### src/eoah_pkg.sv
// eoah_pkg: payload structs, protocol constants and controller/datapath
// command and status types for the encryption-ordered ACL hold block.
// No dependencies.
`default_nettype none
package eoah_pkg;

  typedef struct packed {
    logic [7:0]  packet_kind;
    logic [11:0] packet_length;
    logic [7:0]  event_code;
    logic [7:0]  status_or_subevent;
    logic [15:0] event_handle;
    logic [7:0]  enable_byte;
    logic [15:0] acl_header;
    logic [15:0] packet_tag;
    logic        host_accepted;
  } pkt_t;

  typedef struct packed {
    logic [15:0] out_tag;
    logic        action;
    logic        last;
  } res_t;

  localparam logic [7:0]  KIND_ACL        = 8'h02;
  localparam logic [7:0]  KIND_EVT        = 8'h04;
  localparam logic [7:0]  EVT_LE_META     = 8'h3E;
  localparam logic [7:0]  SUB_LTK_REQ     = 8'h05;
  localparam logic [7:0]  EVT_ENC_CHANGE  = 8'h08;
  localparam logic [7:0]  EVT_DISCONN     = 8'h05;
  localparam logic [7:0]  STATUS_SUCCESS  = 8'h00;
  localparam logic        ACT_DELIVER     = 1'b0;
  localparam logic        ACT_DISCARD     = 1'b1;
  localparam logic [15:0] NO_HANDLE       = 16'hFFFF;
  localparam logic [15:0] ACL_HANDLE_MASK = 16'h0FFF;
  localparam logic [11:0] MIN_LEN_EVT     = 12'd3;
  localparam logic [11:0] MIN_LEN_ACL     = 12'd5;
  localparam logic [11:0] MIN_LEN_LTK     = 12'd6;
  localparam logic [11:0] MIN_LEN_HANDLE  = 12'd7;

  typedef enum logic [2:0] {
    CLS_PASS,
    CLS_LTK,
    CLS_ENC,
    CLS_DISC,
    CLS_ACL
  } cls_t;

  typedef enum logic [2:0] {
    ST_IDLE,
    ST_PRE,
    ST_TAG,
    ST_POST_DLV,
    ST_POST_DSC
  } state_t;

  typedef enum logic [1:0] {
    SRC_TAG,
    SRC_NEWEST,
    SRC_OLDEST
  } src_t;

  typedef enum logic [1:0] {
    WATCH_KEEP,
    WATCH_SET,
    WATCH_CLEAR
  } watch_t;

  typedef struct packed {
    logic   latch;
    logic   hold;
    logic   load;
    src_t   src;
    logic   act;
    logic   last;
    logic   cnt_dec;
    logic   cnt_clr;
    logic   rd_inc;
    watch_t watch;
  } cmd_t;

  typedef struct packed {
    cls_t cls_in;
    cls_t cls;
    logic success;
    logic cnt_zero;
    logic cnt_one;
    logic full;
    logic rd_last;
    logic can_load;
  } sts_t;

endpackage
`default_nettype wire

### src/encryption_ordered_acl_hold.sv
// Encryption-ordered ACL hold, top level: joins eoah_ctrl and eoah_dp.
// Depends on eoah_pkg, eoah_ctrl, eoah_dp.
//
// One H4 packet header beat is taken while the block is idle. An ACL beat
// on the watched handle that fits in the store is held and gives no
// result. Any other beat gives n result beats, n from 1 to HOLD_DEPTH + 1;
// the result register emits one beat per cycle when the result side does
// not stall. The next packet is taken once the last result of the current
// one sits in the result register.
`default_nettype none
module encryption_ordered_acl_hold #(
  parameter int HOLD_DEPTH = 4
) (
  input  wire logic           clk,
  input  wire logic           rst,
  input  wire logic           pkt_valid,
  output logic                pkt_stall,
  input  wire eoah_pkg::pkt_t pkt,
  output logic                res_valid,
  input  wire logic           res_stall,
  output eoah_pkg::res_t      res
);
  import eoah_pkg::*;

  cmd_t cmd;
  sts_t sts;

  eoah_ctrl u_ctrl (
    .clk       (clk),
    .rst       (rst),
    .pkt_valid (pkt_valid),
    .pkt_stall (pkt_stall),
    .sts       (sts),
    .cmd       (cmd)
  );

  eoah_dp #(
    .HOLD_DEPTH (HOLD_DEPTH)
  ) u_dp (
    .clk       (clk),
    .rst       (rst),
    .pkt       (pkt),
    .cmd       (cmd),
    .sts       (sts),
    .res_valid (res_valid),
    .res_stall (res_stall),
    .res       (res)
  );

  // block stays busy until the last beat of a packet is in the result register
  a_busy_until_last: assert property (@(posedge clk) disable iff (rst)
    res_valid && !res.last |-> pkt_stall)
    else $error("non-final result visible while block accepts input");

  a_load_when_free: assert property (@(posedge clk) disable iff (rst)
    cmd.load |-> sts.can_load)
    else $error("result register overwritten while stalled");

  a_hold_not_full: assert property (@(posedge clk) disable iff (rst)
    cmd.hold |-> !sts.full)
    else $error("tag held into a full store");

endmodule
`default_nettype wire

### src/eoah_ctrl.sv
// eoah_ctrl: sequencing state machine; issues one result beat per cycle while the result register can load.
// Depends on eoah_pkg.
`default_nettype none
module eoah_ctrl (
  input  wire logic          clk,
  input  wire logic          rst,
  input  wire logic          pkt_valid,
  output logic               pkt_stall,
  input  wire eoah_pkg::sts_t sts,
  output eoah_pkg::cmd_t     cmd
);
  import eoah_pkg::*;

  state_t state, state_next;

  always_ff @(posedge clk) begin
    if (rst) begin
      state <= ST_IDLE;
    end else begin
      state <= state_next;
    end
  end

  always_comb begin
    state_next = state;
    cmd        = '0;
    cmd.src    = SRC_TAG;
    cmd.watch  = WATCH_KEEP;
    pkt_stall  = (state != ST_IDLE);
    unique case (state)
      ST_IDLE: begin
        if (pkt_valid) begin
          cmd.latch = 1'b1;
          unique case (sts.cls_in) inside
            CLS_ACL: begin
              if (sts.full) begin
                state_next = ST_TAG;
              end else begin
                cmd.hold = 1'b1;
              end
            end
            CLS_LTK, CLS_DISC: begin
              state_next = sts.cnt_zero ? ST_TAG : ST_PRE;
            end
            default: begin
              state_next = ST_TAG;
            end
          endcase
        end
      end
      ST_PRE: begin
        if (sts.can_load) begin
          cmd.load    = 1'b1;
          cmd.src     = SRC_NEWEST;
          cmd.act     = ACT_DISCARD;
          cmd.cnt_dec = 1'b1;
          if (sts.cnt_one) begin
            state_next = ST_TAG;
          end
        end
      end
      ST_TAG: begin
        if (sts.can_load) begin
          cmd.load = 1'b1;
          cmd.act  = (sts.cls == CLS_ACL) ? ACT_DISCARD : ACT_DELIVER;
          cmd.last = !((sts.cls == CLS_ENC) && !sts.cnt_zero);
          unique case (sts.cls) inside
            CLS_LTK:           cmd.watch = WATCH_SET;
            CLS_ENC, CLS_DISC: cmd.watch = WATCH_CLEAR;
            default:           cmd.watch = WATCH_KEEP;
          endcase
          if ((sts.cls == CLS_ENC) && !sts.cnt_zero) begin
            state_next = sts.success ? ST_POST_DLV : ST_POST_DSC;
          end else begin
            state_next = ST_IDLE;
          end
        end
      end
      ST_POST_DLV: begin
        if (sts.can_load) begin
          cmd.load   = 1'b1;
          cmd.src    = SRC_OLDEST;
          cmd.act    = ACT_DELIVER;
          cmd.last   = sts.rd_last;
          cmd.rd_inc = 1'b1;
          if (sts.rd_last) begin
            cmd.cnt_clr = 1'b1;
            state_next  = ST_IDLE;
          end
        end
      end
      ST_POST_DSC: begin
        if (sts.can_load) begin
          cmd.load    = 1'b1;
          cmd.src     = SRC_NEWEST;
          cmd.act     = ACT_DISCARD;
          cmd.last    = sts.cnt_one;
          cmd.cnt_dec = 1'b1;
          if (sts.cnt_one) begin
            state_next = ST_IDLE;
          end
        end
      end
      default: begin
        state_next = ST_IDLE;
      end
    endcase
  end

endmodule
`default_nettype wire

### src/eoah_dp.sv
// eoah_dp: packet decode, watched handle, held tag store and result register.
// Depends on eoah_pkg; driven by eoah_ctrl commands.
`default_nettype none
module eoah_dp #(
  parameter int HOLD_DEPTH = 4
) (
  input  wire logic           clk,
  input  wire logic           rst,
  input  wire eoah_pkg::pkt_t pkt,
  input  wire eoah_pkg::cmd_t cmd,
  output eoah_pkg::sts_t      sts,
  output logic                res_valid,
  input  wire logic           res_stall,
  output eoah_pkg::res_t      res
);
  import eoah_pkg::*;

  localparam int CW = $clog2(HOLD_DEPTH + 1);
  localparam int IW = (HOLD_DEPTH > 1) ? $clog2(HOLD_DEPTH) : 1;

  logic [15:0]   watched;
  logic [15:0]   held [HOLD_DEPTH];
  logic [CW-1:0] cnt;
  logic [IW-1:0] rd_ptr;
  logic [15:0]   tag_q;
  logic [15:0]   handle_q;
  cls_t          cls_q;
  logic          success_q;

  logic          is_evt;
  logic          handle_hit;
  cls_t          cls_in;
  logic          success_in;
  logic [CW-1:0] cnt_m1;
  logic [IW-1:0] rd_idx;
  logic [15:0]   sel_tag;

  always_comb begin
    is_evt     = (pkt.packet_kind == KIND_EVT) && (pkt.packet_length >= MIN_LEN_EVT);
    handle_hit = (pkt.event_handle == watched);
    success_in = (pkt.status_or_subevent == STATUS_SUCCESS) &&
                 (pkt.enable_byte != 8'd0) && pkt.host_accepted;
    cls_in     = CLS_PASS;
    if (is_evt) begin
      if ((pkt.event_code == EVT_LE_META) && (pkt.packet_length >= MIN_LEN_LTK) &&
          (pkt.status_or_subevent == SUB_LTK_REQ)) begin
        cls_in = CLS_LTK;
      end else if ((pkt.event_code == EVT_ENC_CHANGE) &&
                   (pkt.packet_length >= MIN_LEN_HANDLE) && handle_hit) begin
        cls_in = CLS_ENC;
      end else if ((pkt.event_code == EVT_DISCONN) &&
                   (pkt.packet_length >= MIN_LEN_HANDLE) && handle_hit) begin
        cls_in = CLS_DISC;
      end
    end else if ((pkt.packet_kind == KIND_ACL) && (pkt.packet_length >= MIN_LEN_ACL) &&
                 ((pkt.acl_header & ACL_HANDLE_MASK) == watched)) begin
      cls_in = CLS_ACL;
    end
  end

  assign cnt_m1 = cnt - CW'(1);
  assign rd_idx = (cmd.src == SRC_OLDEST) ? rd_ptr : cnt_m1[IW-1:0];
  assign sel_tag = (cmd.src == SRC_TAG) ? tag_q : held[rd_idx];

  always_comb begin
    sts.cls_in   = cls_in;
    sts.cls      = cls_q;
    sts.success  = success_q;
    sts.cnt_zero = (cnt == '0);
    sts.cnt_one  = (cnt == CW'(1));
    sts.full     = (cnt == CW'(HOLD_DEPTH));
    sts.rd_last  = ((CW'(rd_ptr) + CW'(1)) == cnt);
    sts.can_load = !res_valid || !res_stall;
  end

  always_ff @(posedge clk) begin
    if (rst) begin
      watched   <= NO_HANDLE;
      cnt       <= '0;
      rd_ptr    <= '0;
      res_valid <= 1'b0;
    end else begin
      if (cmd.hold) begin
        cnt <= cnt + CW'(1);
      end else if (cmd.cnt_clr) begin
        cnt <= '0;
      end else if (cmd.cnt_dec) begin
        cnt <= cnt_m1;
      end
      if (cmd.latch) begin
        rd_ptr <= '0;
      end else if (cmd.rd_inc) begin
        rd_ptr <= rd_ptr + IW'(1);
      end
      unique case (cmd.watch)
        WATCH_SET:   watched <= handle_q;
        WATCH_CLEAR: watched <= NO_HANDLE;
        default:     watched <= watched;
      endcase
      if (cmd.load) begin
        res_valid <= 1'b1;
      end else if (!res_stall) begin
        res_valid <= 1'b0;
      end
    end
  end

  always_ff @(posedge clk) begin
    if (cmd.latch) begin
      tag_q     <= pkt.packet_tag;
      handle_q  <= pkt.event_handle;
      cls_q     <= cls_in;
      success_q <= success_in;
    end
    if (cmd.hold) begin
      held[cnt[IW-1:0]] <= pkt.packet_tag;
    end
    if (cmd.load) begin
      res.out_tag <= sel_tag;
      res.action  <= cmd.act;
      res.last    <= cmd.last;
    end
  end

endmodule
`default_nettype wire

### config.mk
export PLATFORM = sky130hd
export DESIGN_NAME = encryption_ordered_acl_hold
export DESIGN_NICKNAME = d
export VERILOG_FILES = /design/src/eoah_pkg.sv /design/src/encryption_ordered_acl_hold.sv /design/src/eoah_ctrl.sv /design/src/eoah_dp.sv
export SDC_FILE = /design/constraint.sdc
export NUM_CORES = 1
export LEC_CHECK = 0
export BUFFER_PORTS_ARGS = -buffer_cell sky130_fd_sc_hd__buf_2
export CAP_MARGIN = 20
export CORE_MARGIN = 5
export CORE_UTILIZATION = 59
export CTS_CLUSTER_DIAMETER = 60
export CTS_CLUSTER_SIZE = 24
export DETAILED_ROUTE_END_ITERATION = 10
export GPL_ROUTABILITY_DRIVEN = 1
export PLACE_DENSITY = 0.9
export SLEW_MARGIN = 10
export SYNTH_ARGS = -nofsm -noshare
export SYNTH_HDL_FRONTEND = slang
export SYNTH_SLANG_ARGS = --single-unit
### constraint.sdc
create_clock -name clk -period 5.93 [get_ports clk]
set_input_delay 0.8895 -clock clk [delete_from_list [all_inputs] [get_ports clk]]
set_output_delay 0.8895 -clock clk [all_outputs]
set_load 0.02 [all_outputs]
## After elaboration in Yosys (flattened, before gate mapping)

Memories as Yosys holds them, arrays and structs flattened.
Cells that the tools add are included.

- Memories: 1
- Logic and storage cells: 135
- Flip-flop bits (word level): 79
- Bits in writable memories: 64
- Output and inout bits: 20
- Bits of input ports: 97

Memories:

| name | words | bits a word | rd ports | clocked after Yosys merged registers in | write ports | RTL line | source |
|---|---|---|---|---|---|---|---|
| u_dp.held | 4 | 16 | 1 | 0 | 1 | eoah_dp.sv:22 | `logic [15:0] held [HOLD_DEPTH];` |

- Reduce and logical (&&, ||, !) cells: 29
- Equal/unequal tests: 35
- Muxes and demuxes: 50
- Order comparisons: 4
- Add/subtract/negate cells: 4

Operators with widths:

| cell | number |
|---|---|
| two-way mux 3 bit | 18 |
| greater-or-equal comparator 12 x 3 -> 1 bit (second input constant) | 3 |
| case mux 16 bit (2 select lines) | 1 |
| equality test 8 x 3 -> 1 bit (second input constant) | 3 |
| two-way mux 2 bit | 10 |
| equality test 12 x 16 -> 1 bit | 1 |
| equality test 16 bit | 1 |
| two-way mux 16 bit | 1 |
| equality test 3 x 2 -> 1 bit (second input constant) | 5 |
| case mux 3 bit (5 select lines) | 1 |
| equality test 3 x 1 -> 1 bit (second input constant) | 4 |
| equality test 3 bit (second input constant) | 4 |
| greater-or-equal comparator 12 x 2 -> 1 bit (second input constant) | 1 |
| logical AND 1 bit | 12 |
| inequality test 2 bit (second input constant) | 5 |
| two-way mux 1 bit | 9 |
| AND reduction 9 bit | 1 |
| equality test 8 x 2 -> 1 bit (second input constant) | 1 |
| equality test 8 x 4 -> 1 bit (second input constant) | 1 |
| equality test 8 x 6 -> 1 bit (second input constant) | 1 |
| logical NOT 8 bit | 1 |
| inequality test 2 x 1 -> 1 bit (second input constant) | 4 |
| case mux 1 bit (4 select lines) | 2 |
| nonzero test 8 bit | 1 |
| 23 further kinds | 31 |

## Logic depth before layout (Yosys ltp)

Gate-level depths: netlist of the first run.

- Depth in word-level cells: 13
- Gate-level depth with buffers: 11

## Modules after synthesis

A second synthesis of the first run with hierarchy kept.

- Cells, all modules: 450
- Area, all modules: 6153.4 um^2

Modules (own cells, without submodules):

| module | area an instance (um^2) | cells each | seq. area each (um^2) | instances |
|---|---|---|---|---|
| eoah_dp | 5735.5 | 394 | 3983.8 | 1 |
| eoah_ctrl | 417.9 | 56 | 60.1 | 1 |

## Worst setup path before layout of the first run

Ideal clock, no wire load.

- Path kind: input port to flip-flop
- From: input pkt_valid
- To: register u_dp.cnt[2]
- Slack: 1.943 ns
- Setup time: 0.123 ns
- Data arrival time: 3.864 ns
- Stages: 6
- Buffers on the path: 1
- Required time: 5.807 ns
- Cells stage by stage: and2_1 > clkbuf_1 > nand2_1 > nor3_1 > a21oi_1 > mux2_1

- Cells in the longest elaborated chain, start to end: 3
- Elaborated cells on any way between the ends: 4
- Classes of those cells: mux: 3; reduce/logical: 1

Ends and longest elaborated chain:

| element | RTL line | source |
|---|---|---|
| from (decl) | encryption_ordered_acl_hold.sv:16 | `input wire logic pkt_valid,` |
| two-way mux 2 bit * | eoah_ctrl.sv:32 | `if (pkt_valid) begin` |
| two-way mux 2 bit * | eoah_ctrl.sv:30 | `unique case (state)` |
| nonzero test 3 bit (no source line) or two-way mux 3 bit (tied branches) | - |  |
| to (signal assigned) | eoah_dp.sv:84 | `cnt <= cnt + CW'(1);` |
| to (signal assigned) | eoah_dp.sv:88 | `cnt <= cnt_m1;` |
| to (decl) | eoah_dp.sv:23 | `logic [CW-1:0] cnt;` |

Every way passes the cells marked *; elsewhere a longest branch is shown, timed or not.
A chain may end at the register's enable or synchronous reset.

## Worst setup path after layout of the first run

- From: register u_ctrl.state[0]
- To: memory u_dp.held[1][3], enable pin

- Cells in the longest elaborated chain, start to end: 4

Ends and longest elaborated chain:

| element | RTL line | source |
|---|---|---|
| from (decl) | eoah_ctrl.sv:14 | `state_t state, state_next;` |
| from (signal assigned) | eoah_ctrl.sv:20 | `state <= state_next;` |
| logical NOT 3 bit | eoah_ctrl.sv:30 |  |
| two-way mux 2 bit | eoah_ctrl.sv:30 |  |
| two-way mux 1 bit | eoah_dp.sv:115 | `if (cmd.hold) begin` |
| two-way mux 1 bit (not written as such) | eoah_dp.sv:116 | `held[cnt[IW-1:0]] <= pkt.packet_tag;` |
| to (decl) | eoah_dp.sv:22 |  |

Every way passes these cells.

==> results of run 1 <==
==> worst max-delay path, delay by kind of cell, from the launching register on <==
| family | cells | cell delay [ps] |
|---|---|---|
| flip-flops | 1 | 440 |
| AND/OR/NAND/NOR | 4 | 2520 |
==> layout make-up <==
cell class                 instances  area (um^2)
sequential                       143         4040
fill                             662         2830
multi-input combinational        232         1980
timing repair buffer             115          583
clock buffer                      17          414
clock inverter                    15          193
tap                              136          170
inverter                           5         18.8
==> synthesized netlist by cell type (2+ instances only) <==
| library cell | count | area [um^2] |
|---|---|---|
| a211oi_1 | 2 | 15.0 |
| a21oi_1 | 12 | 60.1 |
| a41o_1 | 3 | 30.0 |
| and2_1 | 5 | 31.3 |
| buf_2 | 2 | 10.0 |
| buf_6 | 3 | 33.8 |
| clkbuf_1 | 7 | 26.3 |
| dfxtp_1 | 25 | 500 |
| edfxtp_1 | 118 | 3540 |
| ha_1 | 7 | 87.6 |
| inv_1 | 5 | 18.8 |
| mux2_2 | 16 | 180 |
| mux2i_1 | 2 | 20.0 |
| mux4_1 | 6 | 158 |
| mux4_2 | 10 | 225 |
| nand2_1 | 12 | 45.0 |
| nand2b_1 | 18 | 113 |
| nand3_1 | 7 | 35.0 |
| nand4_1 | 9 | 56.3 |
| nor2_1 | 19 | 71.3 |
| nor3_1 | 8 | 40.0 |
| nor3b_1 | 2 | 15.0 |
| nor4_1 | 4 | 25.0 |
| nor4b_1 | 2 | 17.5 |
| o21ai_0 | 4 | 20.0 |
| o22ai_1 | 16 | 100 |
| or2_2 | 2 | 12.5 |
| or3_1 | 2 | 12.5 |
| or4_1 | 2 | 15.0 |
| xnor2_1 | 28 | 245 |
| xor2_1 | 5 | 43.8 |
==> per-stage QoR <==
stage	power [mW]	hold slack, ps	area [um^2]
detailed placement	1.34	473	6790
global placement	1.33	454	6790
global route	2.47	496	7400
floorplan	1.26	451	6120
CTS	2.41	481	7400
finish	2.39	483	7400
==> sequential cells by signal, summed over array words and instances, names as in the netlist <==
register / count
u_dp.handle_q: 16
u_dp.rd_ptr: 2
u_dp.cnt: 3
u_dp.res: 18
u_dp.cls_q: 3
u_dp.success_q: 1
u_ctrl.state: 3
u_dp.watched: 16
u_dp.res_valid: 1
u_dp.held: 64
u_dp.tag_q: 16
==> cell families after synthesis <==
| family | Yosys count | share of synthesized area (%) |
|---|---|---|
| buffers and inverters | 18 | 1.78 |
| AOI/OAI and AO/OA | 50 | 5.76 |
| muxes | 35 | 9.71 |
| adders and majority gates | 7 | 1.43 |
| DFF | 143 | 66.1 |
| xor gates and xnor gates | 33 | 4.72 |
| and+or+nand+nor | 107 | 10.5 |
==> per-layer routing <==
metal	vias up	share of wire [%]	global-route usage, %
li1	1774	-	-
met1	1870	40	27.0
met2	162	52	38.5
met3	14	7.1	4.89
met4	2	1.2	6.97
met5	-	0.054	0
==> placed cells by master (no fill, tap or decap), drive strengths merged, types with 3 or more instances in the layout <==
cell    count
edfxtp    118
buf       115
xnor2      28
dfxtp      25
nor2       20
nand2b     18
mux2       17
clkbuf     17
o22ai      16
mux4       16
a21oi      14
inv        14
nand2      12
nand4       9
nor3        9
nand3       8
ha          7
xor2        5
and2        5
o21ai       4
nor4        4
a41o        3
nor3b       3
or4         3
a211oi      3
clkinv      3
==> report_power, final <==
group | total, mW | internal [mW] | switching [mW]
clock network | 1.07 | 0.623 | 0.449
registers | 1.15 | 1.13 | 0.0175
logic | 0.170 | 0.0726 | 0.0974
==> final timing paths <==
check	to	from	slack (ps)	cells after the start
setup / recovery	u_dp.held[1][3]	u_ctrl.state[0]	2570	4
hold / removal	u_dp.watched[4]	u_dp.handle_q[4]	480	2
setup reg to reg	u_dp.held[1][3]	u_ctrl.state[0]	2570	4
hold reg to reg	u_dp.watched[4]	u_dp.handle_q[4]	480	2
==> results.txt, run 1 <==
- After synthesis the cells add up to 6120 um^2.
- In this run, CTS created clock tree buffers numbering 17.
* Iteration count of the initial detailed-routing pass: 5
- Once the clock tree was built, the resizer swapped 0 gates to a different size.
- Port bufs: 112
- Hold buffers post-CTS: 0
- Routability-driven placement finished with a final weighted congestion of 0.872.
* Fraction of final layout cells sized beyond drive strength 1: 36.1%
- For the final routed database, the setup TNS stands at 0 ps.
- Die height: 112 um
* Place WS: 2440 ps
* Arrival time at the worst endpoint: 3490 ps
* Starting density of the core: 59.8%
- Worst Path Class, Setup: reg -> reg
* Count of state elements after synthesis: 143
- In this run the worst hold path is classified as reg -> reg.
- The final critical path takes up 56.6% of the cycle.
- Compared with the post-synthesis result, the final layout area differs by 20.8%.
* # DRC: 0
- The netlist uses 61 different library cells.
- The detailed router finished its first iteration with 258 violations.
- CTS built an H-tree with a depth of 4.
* TritonCTS clock tree: yes
- Global routing consumed, over all layers together, 21.9% of the routing resources.
- Clock skew: 13.0 ps
* Standby leakage power: 2.72 nW
- The smallest clock period supported by the final layout is computed as 3360 ps.
- Kind of launch point of the worst setup path: flop
* Die area: 12500 um^2
- The routed layout has 3822 vias.
- Once layout is complete, the utilization of the core stands at 72.3%.
- Achievable frequency: 0.298 GHz
- Wire length per cell: 19.6 um
- Dividing total power by cell area gives a power density of 323 nW/um^2.
* Crit-path cells: nor3_1, and2_2, nor3b_2, and2_1
* Die span in x: 112 um
* Number of antenna violations at the first check in global routing: 1
* Post-route insts no fill: 663
* Worst-path fanout max: 40
- The number of global-route vias before repair came to 4266.
- Clock-pin slew on the worst setup and hold paths: 70 ps
* Max stage delay cell, worst path: and2_2
- Post-DR vias/cell: 5.76
* Slew at the pin with the worst max-slew slack: 1060 ps
- Clock root buffer: clkbuf_8
- Synth Instances: 393
- Hold Vio Cnt, Final: 0
- Peak supply drop: 0.194 mV
- Sequential area share after synthesis: 66.1%
- Synthesized area per cell: 15.6 um^2
- Max transition margin: 29.3%
- For this run, the leading register cell type out of synthesis is edfxtp_1.
- Global route overflow: 0
- Post-CTS Setup Repair Bufs: 0
- Number of cells in the design after placement: 631
- For this run, the slowest stage of the critical path takes 910 ps.
* Number of top-level pins: 117
* Clock sink count: 143
- Entering global routing, the biggest net connects 41 pins.
- RSZ-0062 raised after global routing: false
* Global-route wire length before repair: 21200 um
- Category of the worst setup path capture point: flop
- In this run the core area contains 37 standard-cell rows.
- The synthesized design contains 118 enable-type register cells.
- Number of maximum-capacitance constraint violations: 0
- The final number of max-transition violations was 0.
- Estimated wirelength of the detail-placed design: 8520 um
- For this block, the routed nets add up to 13000 um of wire.
- Of all flip-flops after synthesis, the portion carrying an async set or reset was 0%.
- Antenna Nets Post-Route: 0
- Number of setup violations in the final report: 0
- Core ar.: 10200 um^2
* Worst skew pair latency: 510 ps
- Outcome: finished, final reports clean
* Post-Synthesis Net Count: 497
* NumNets Final: 618
- Maximum buffer depth of the clock tree: 2
- 0 antenna diodes ended up in the layout.
- Number of warnings printed during yosys synthesis: 0
- Worst Path Required: 6060 ps
- Final worst slack: 2570 ps
No activity file was read; power rests on OpenSTA's default activity.
==> run 2, diff against run 1 <==
--- a/config.mk
+++ b/config.mk
@@ -8,12 +8,12 @@
 export BUFFER_PORTS_ARGS = -buffer_cell sky130_fd_sc_hd__buf_2
 export CAP_MARGIN = 20
 export CORE_MARGIN = 5
-export CORE_UTILIZATION = 59
+export CORE_UTILIZATION = 50
 export CTS_CLUSTER_DIAMETER = 60
 export CTS_CLUSTER_SIZE = 24
 export DETAILED_ROUTE_END_ITERATION = 10
 export GPL_ROUTABILITY_DRIVEN = 1
-export PLACE_DENSITY = 0.9
+export PLACE_DENSITY = 0.82
 export SLEW_MARGIN = 10
 export SYNTH_ARGS = -nofsm -noshare
 export SYNTH_HDL_FRONTEND = slang
==> constraint.sdc (replaced) <==
create_clock -name clk -period 2.79 [get_ports clk]
set_input_delay 0.4185 -clock clk [delete_from_list [all_inputs] [get_ports clk]]
set_output_delay 0.4185 -clock clk [all_outputs]
set_load 0.02 [all_outputs]
==> run 2 against run 1 <==
Compared with the run above: maximum frequency up 28%; setup slack worse by 2400 ps; worst hold slack worse by 290 ps; core utilization down 9.9 points; clock power up 100%.
==> results.txt, run 2 (synthesis results as in run 1) <==
- Worst skew pair latency: 430 ps (-80 ps)
- Number of cells in the design after placement: 654 (+3.6%)
* Worst Path Required: 3100 ps (-2960 ps)
* Peak supply drop: 0.452 mV (+130%)
* Die span in x: 121 um (+7.9%)
* Fraction of final layout cells sized beyond drive strength 1: 36.8% (+0.75 points)
- The library cells used most frequently in the layout, excluding fill and tap cells, are edfxtp_1, buf_2, xnor2_1.
* Beginning of the worst register-to-register path: u_ctrl.state[1]
- The worst slew margin relative to its limit was 61.2% (+32 points).
- Worst-path fanout max: 16 (-60%)
* Layout area overhead: 22.5%
- Global-route wire length before repair: 20100 um (-5.6%)
- The endpoint identified for the worst register-to-register timing path is u_dp.watched[15].
* Final Critical Period: 2620 ps (-739 ps)
- Design Area, Final: 7500 um^2 (+1.4%)
- The worst setup path is launched from a flop.
* Hold Vio Cnt, Final: 0 (unchanged)
- Estimated wirelength of the detail-placed design: 8640 um (+1.5%)
- The number of levels the H-tree was split into is 4 (unchanged).
- The worst hold path depth was 1 (-1).
- The remaining design rule violation count is 0 (unchanged).
- Crit-path cells: or2b_1, nor2_1, nand2_1, or4b_2, ha_1, or2_2, o22ai_1, nand2b_1
- Post-CTS Setup Repair Bufs: 0 (unchanged)
- Most frequent standard cell in the layout excluding fill and tap cells: edfxtp_1
- Arrival time at the worst endpoint: 2930 ps (-560 ps)
- The count of antenna diodes in the layout came to 0 (unchanged).
- The fill cell total of the finished layout came to 851 (+29%).
- The via density per instance was 5.59 (-3.0%).
- Standby leakage power: 2.77 nW (+1.7%)
- Category of the worst setup path capture point: flop
- Area after DPL: 6950 um^2 (+2.3%)
- The height of the die came to 121 um (+7.9%).
- The largest buffer count on any clock path was 2 (unchanged).
- The longest individual stage delay on the worst path is 610 ps (-300 ps).
* Iteration count of the initial detailed-routing pass: 4 (-1)
- Tightest Hold Check Type: in -> reg
* Resized Gates After CTS: 0 (unchanged)
- Inserted Clock Buffers: 17 (unchanged)
- The overall fraction of global-route tracks in use was 18.3% (-3.6 points).
* Total negative setup slack: 0 ps (unchanged)
- Largest net degree at the start of global routing: 39 (-4.9%)
- Clock-pin slew on the worst setup and hold paths: 60 ps (about the same)
- Number of flip-flops under the largest register name: 64 (unchanged)
- The number of max-cap violations was 0 (unchanged).
- Clock skew: 11.7 ps (-1.30 ps)
- The transition time at the pin with the least slew margin is 583 ps (-477 ps).
- Pins over their slew limit: 0 (unchanged)
- Number of setup violations in the final report: 0 (unchanged)
- Routability cong.: 0.851 (-2.4%)
- The number of sinks handled by clock tree synthesis was 143 (unchanged).
- Global route overflow: 0 (unchanged)
* Max stage delay cell, worst path: or4b_2
- The flow ran to the end, and the final reports show no timing, DRC or antenna violations.
- Logic depth of the worst register-to-register path: 8 (+4)
- Crit path to: u_dp.watched[15]
* Core ar.: 12000 um^2 (+17%)
* Power density over cell area: 659 nW/um^2 (+100%)
* Number of antenna violations at the first check in global routing: 0 (-1)
- Detailed-route via count: 3830 (+0.21%)
- Post-route insts no fill: 685 (+3.3%)
- The critical path is of the reg -> reg type.
* Die area: 14600 um^2 (+16%)
- Starting density of the core: 51.0% (-8.9 points)
- Tracing the worst setup path back leads to its startpoint at u_ctrl.state[1].
- The sum of routed wire length over all layers was 12700 um (-2.8%).
* NumNets Final: 630 (+1.9%)
* Violation count after the first detailed-routing iteration: 248 (-3.9%)
* Min-delay src: pkt[51]
- The I/O pin total was 117 (unchanged).
- The count of standard-cell rows is 40 (+8.1%).
* TritonCTS clock tree: yes
* Achievable frequency: 0.382 GHz (+28%)
- The number of I/O port buffers was 112 (unchanged).
- The total power came to 4.95 mW (+110%).
- Hold buffers post-CTS: 0 (unchanged)
- The final worst-path cycle share is 93.9% (+37 points).
- Clock root buffer: clkbuf_16
- RSZ-0062 raised after global routing: false
* Wire length per cell: 18.5 um (-5.9%)
- The worst-case register-to-register setup slack came to 170 ps (-2400 ps).
* Via count of the first global-routing pass: 4047 (-5.1%)
- Antenna Nets Post-Route: 0 (unchanged)
-- run 2: changes by cell type in the layout (fill, tap and decap cells not counted), moves of 2 or more --
cell,previous run,this run
buf_4,3,11
buf_12,0,4
inv_6,4,2
clkinv_4,2,0
clkinv_2,0,4
inv_8,5,0
clkbuf_1,0,4
-- run 2: layer usage --
| metal | wire length [um] | GRT usage [%] | vias to the layer above |
|---|---|---|---|
| met5 | 0 | 0 | - |
| met4 | 227 | 6.94 | 0 |
| met3 | 819 | 5.19 | 19 |
| met2 | 6360 | 31.0 | 174 |
| met1 | 5250 | 22.3 | 1839 |
| li1 | - | - | 1798 |
-- run 2: layout make-up --
class	count	area [um^2]	area share, %
multi-input cells	232	1980	26.4
well taps	147	184	2.45
clock buffers	21	440	5.87
clock inverters	10	113	1.50
repair buffers	127	723	9.64
flip-flops and latches	143	4040	53.9
inverters	5	18.8	0.250
-- run 2: critical path: cells and delay by family (launching register included) --
family | cells | cell delay [ps]
AO/OA/AOI/OAI | 1 | 200
adder cells (fa/ha/maj) | 1 | 330
AND/OR/NAND/NOR | 6 | 1670
flip-flops | 1 | 320
-- run 2: how the worst min path moves through the flow --
stage,end
2_1_floorplan,u_dp.watched[1]
3_3_place_gp,u_dp.watched[15]
3_5_place_dp,u_dp.watched[11]
4_1_cts,u_dp.handle_q[15]
5_1_grt,u_dp.handle_q[15]
6_report,u_dp.handle_q[10]
-- run 2: report_power, final --
group          internal (mW)  switching [mW]  leakage (nW)
registers               2.40          0.0319          1.29
logic                  0.163           0.212          1.21
clock network           1.31           0.829         0.267
-- run 2: per-stage QoR --
| stage | utilization (%) | hold slack [ps] | worst slack (ps) |
|---|---|---|---|
| 4_1_cts | 62.4 | 185 | 143 |
| 6_report | 62.4 | 192 | 170 |
| 3_3_place_gp | 57.8 | 455 | 261 |
| 2_1_floorplan | - | 451 | 30.0 |
| 5_1_grt | 62.4 | 186 | 42.5 |
| 3_5_place_dp | 57.8 | 468 | 187 |
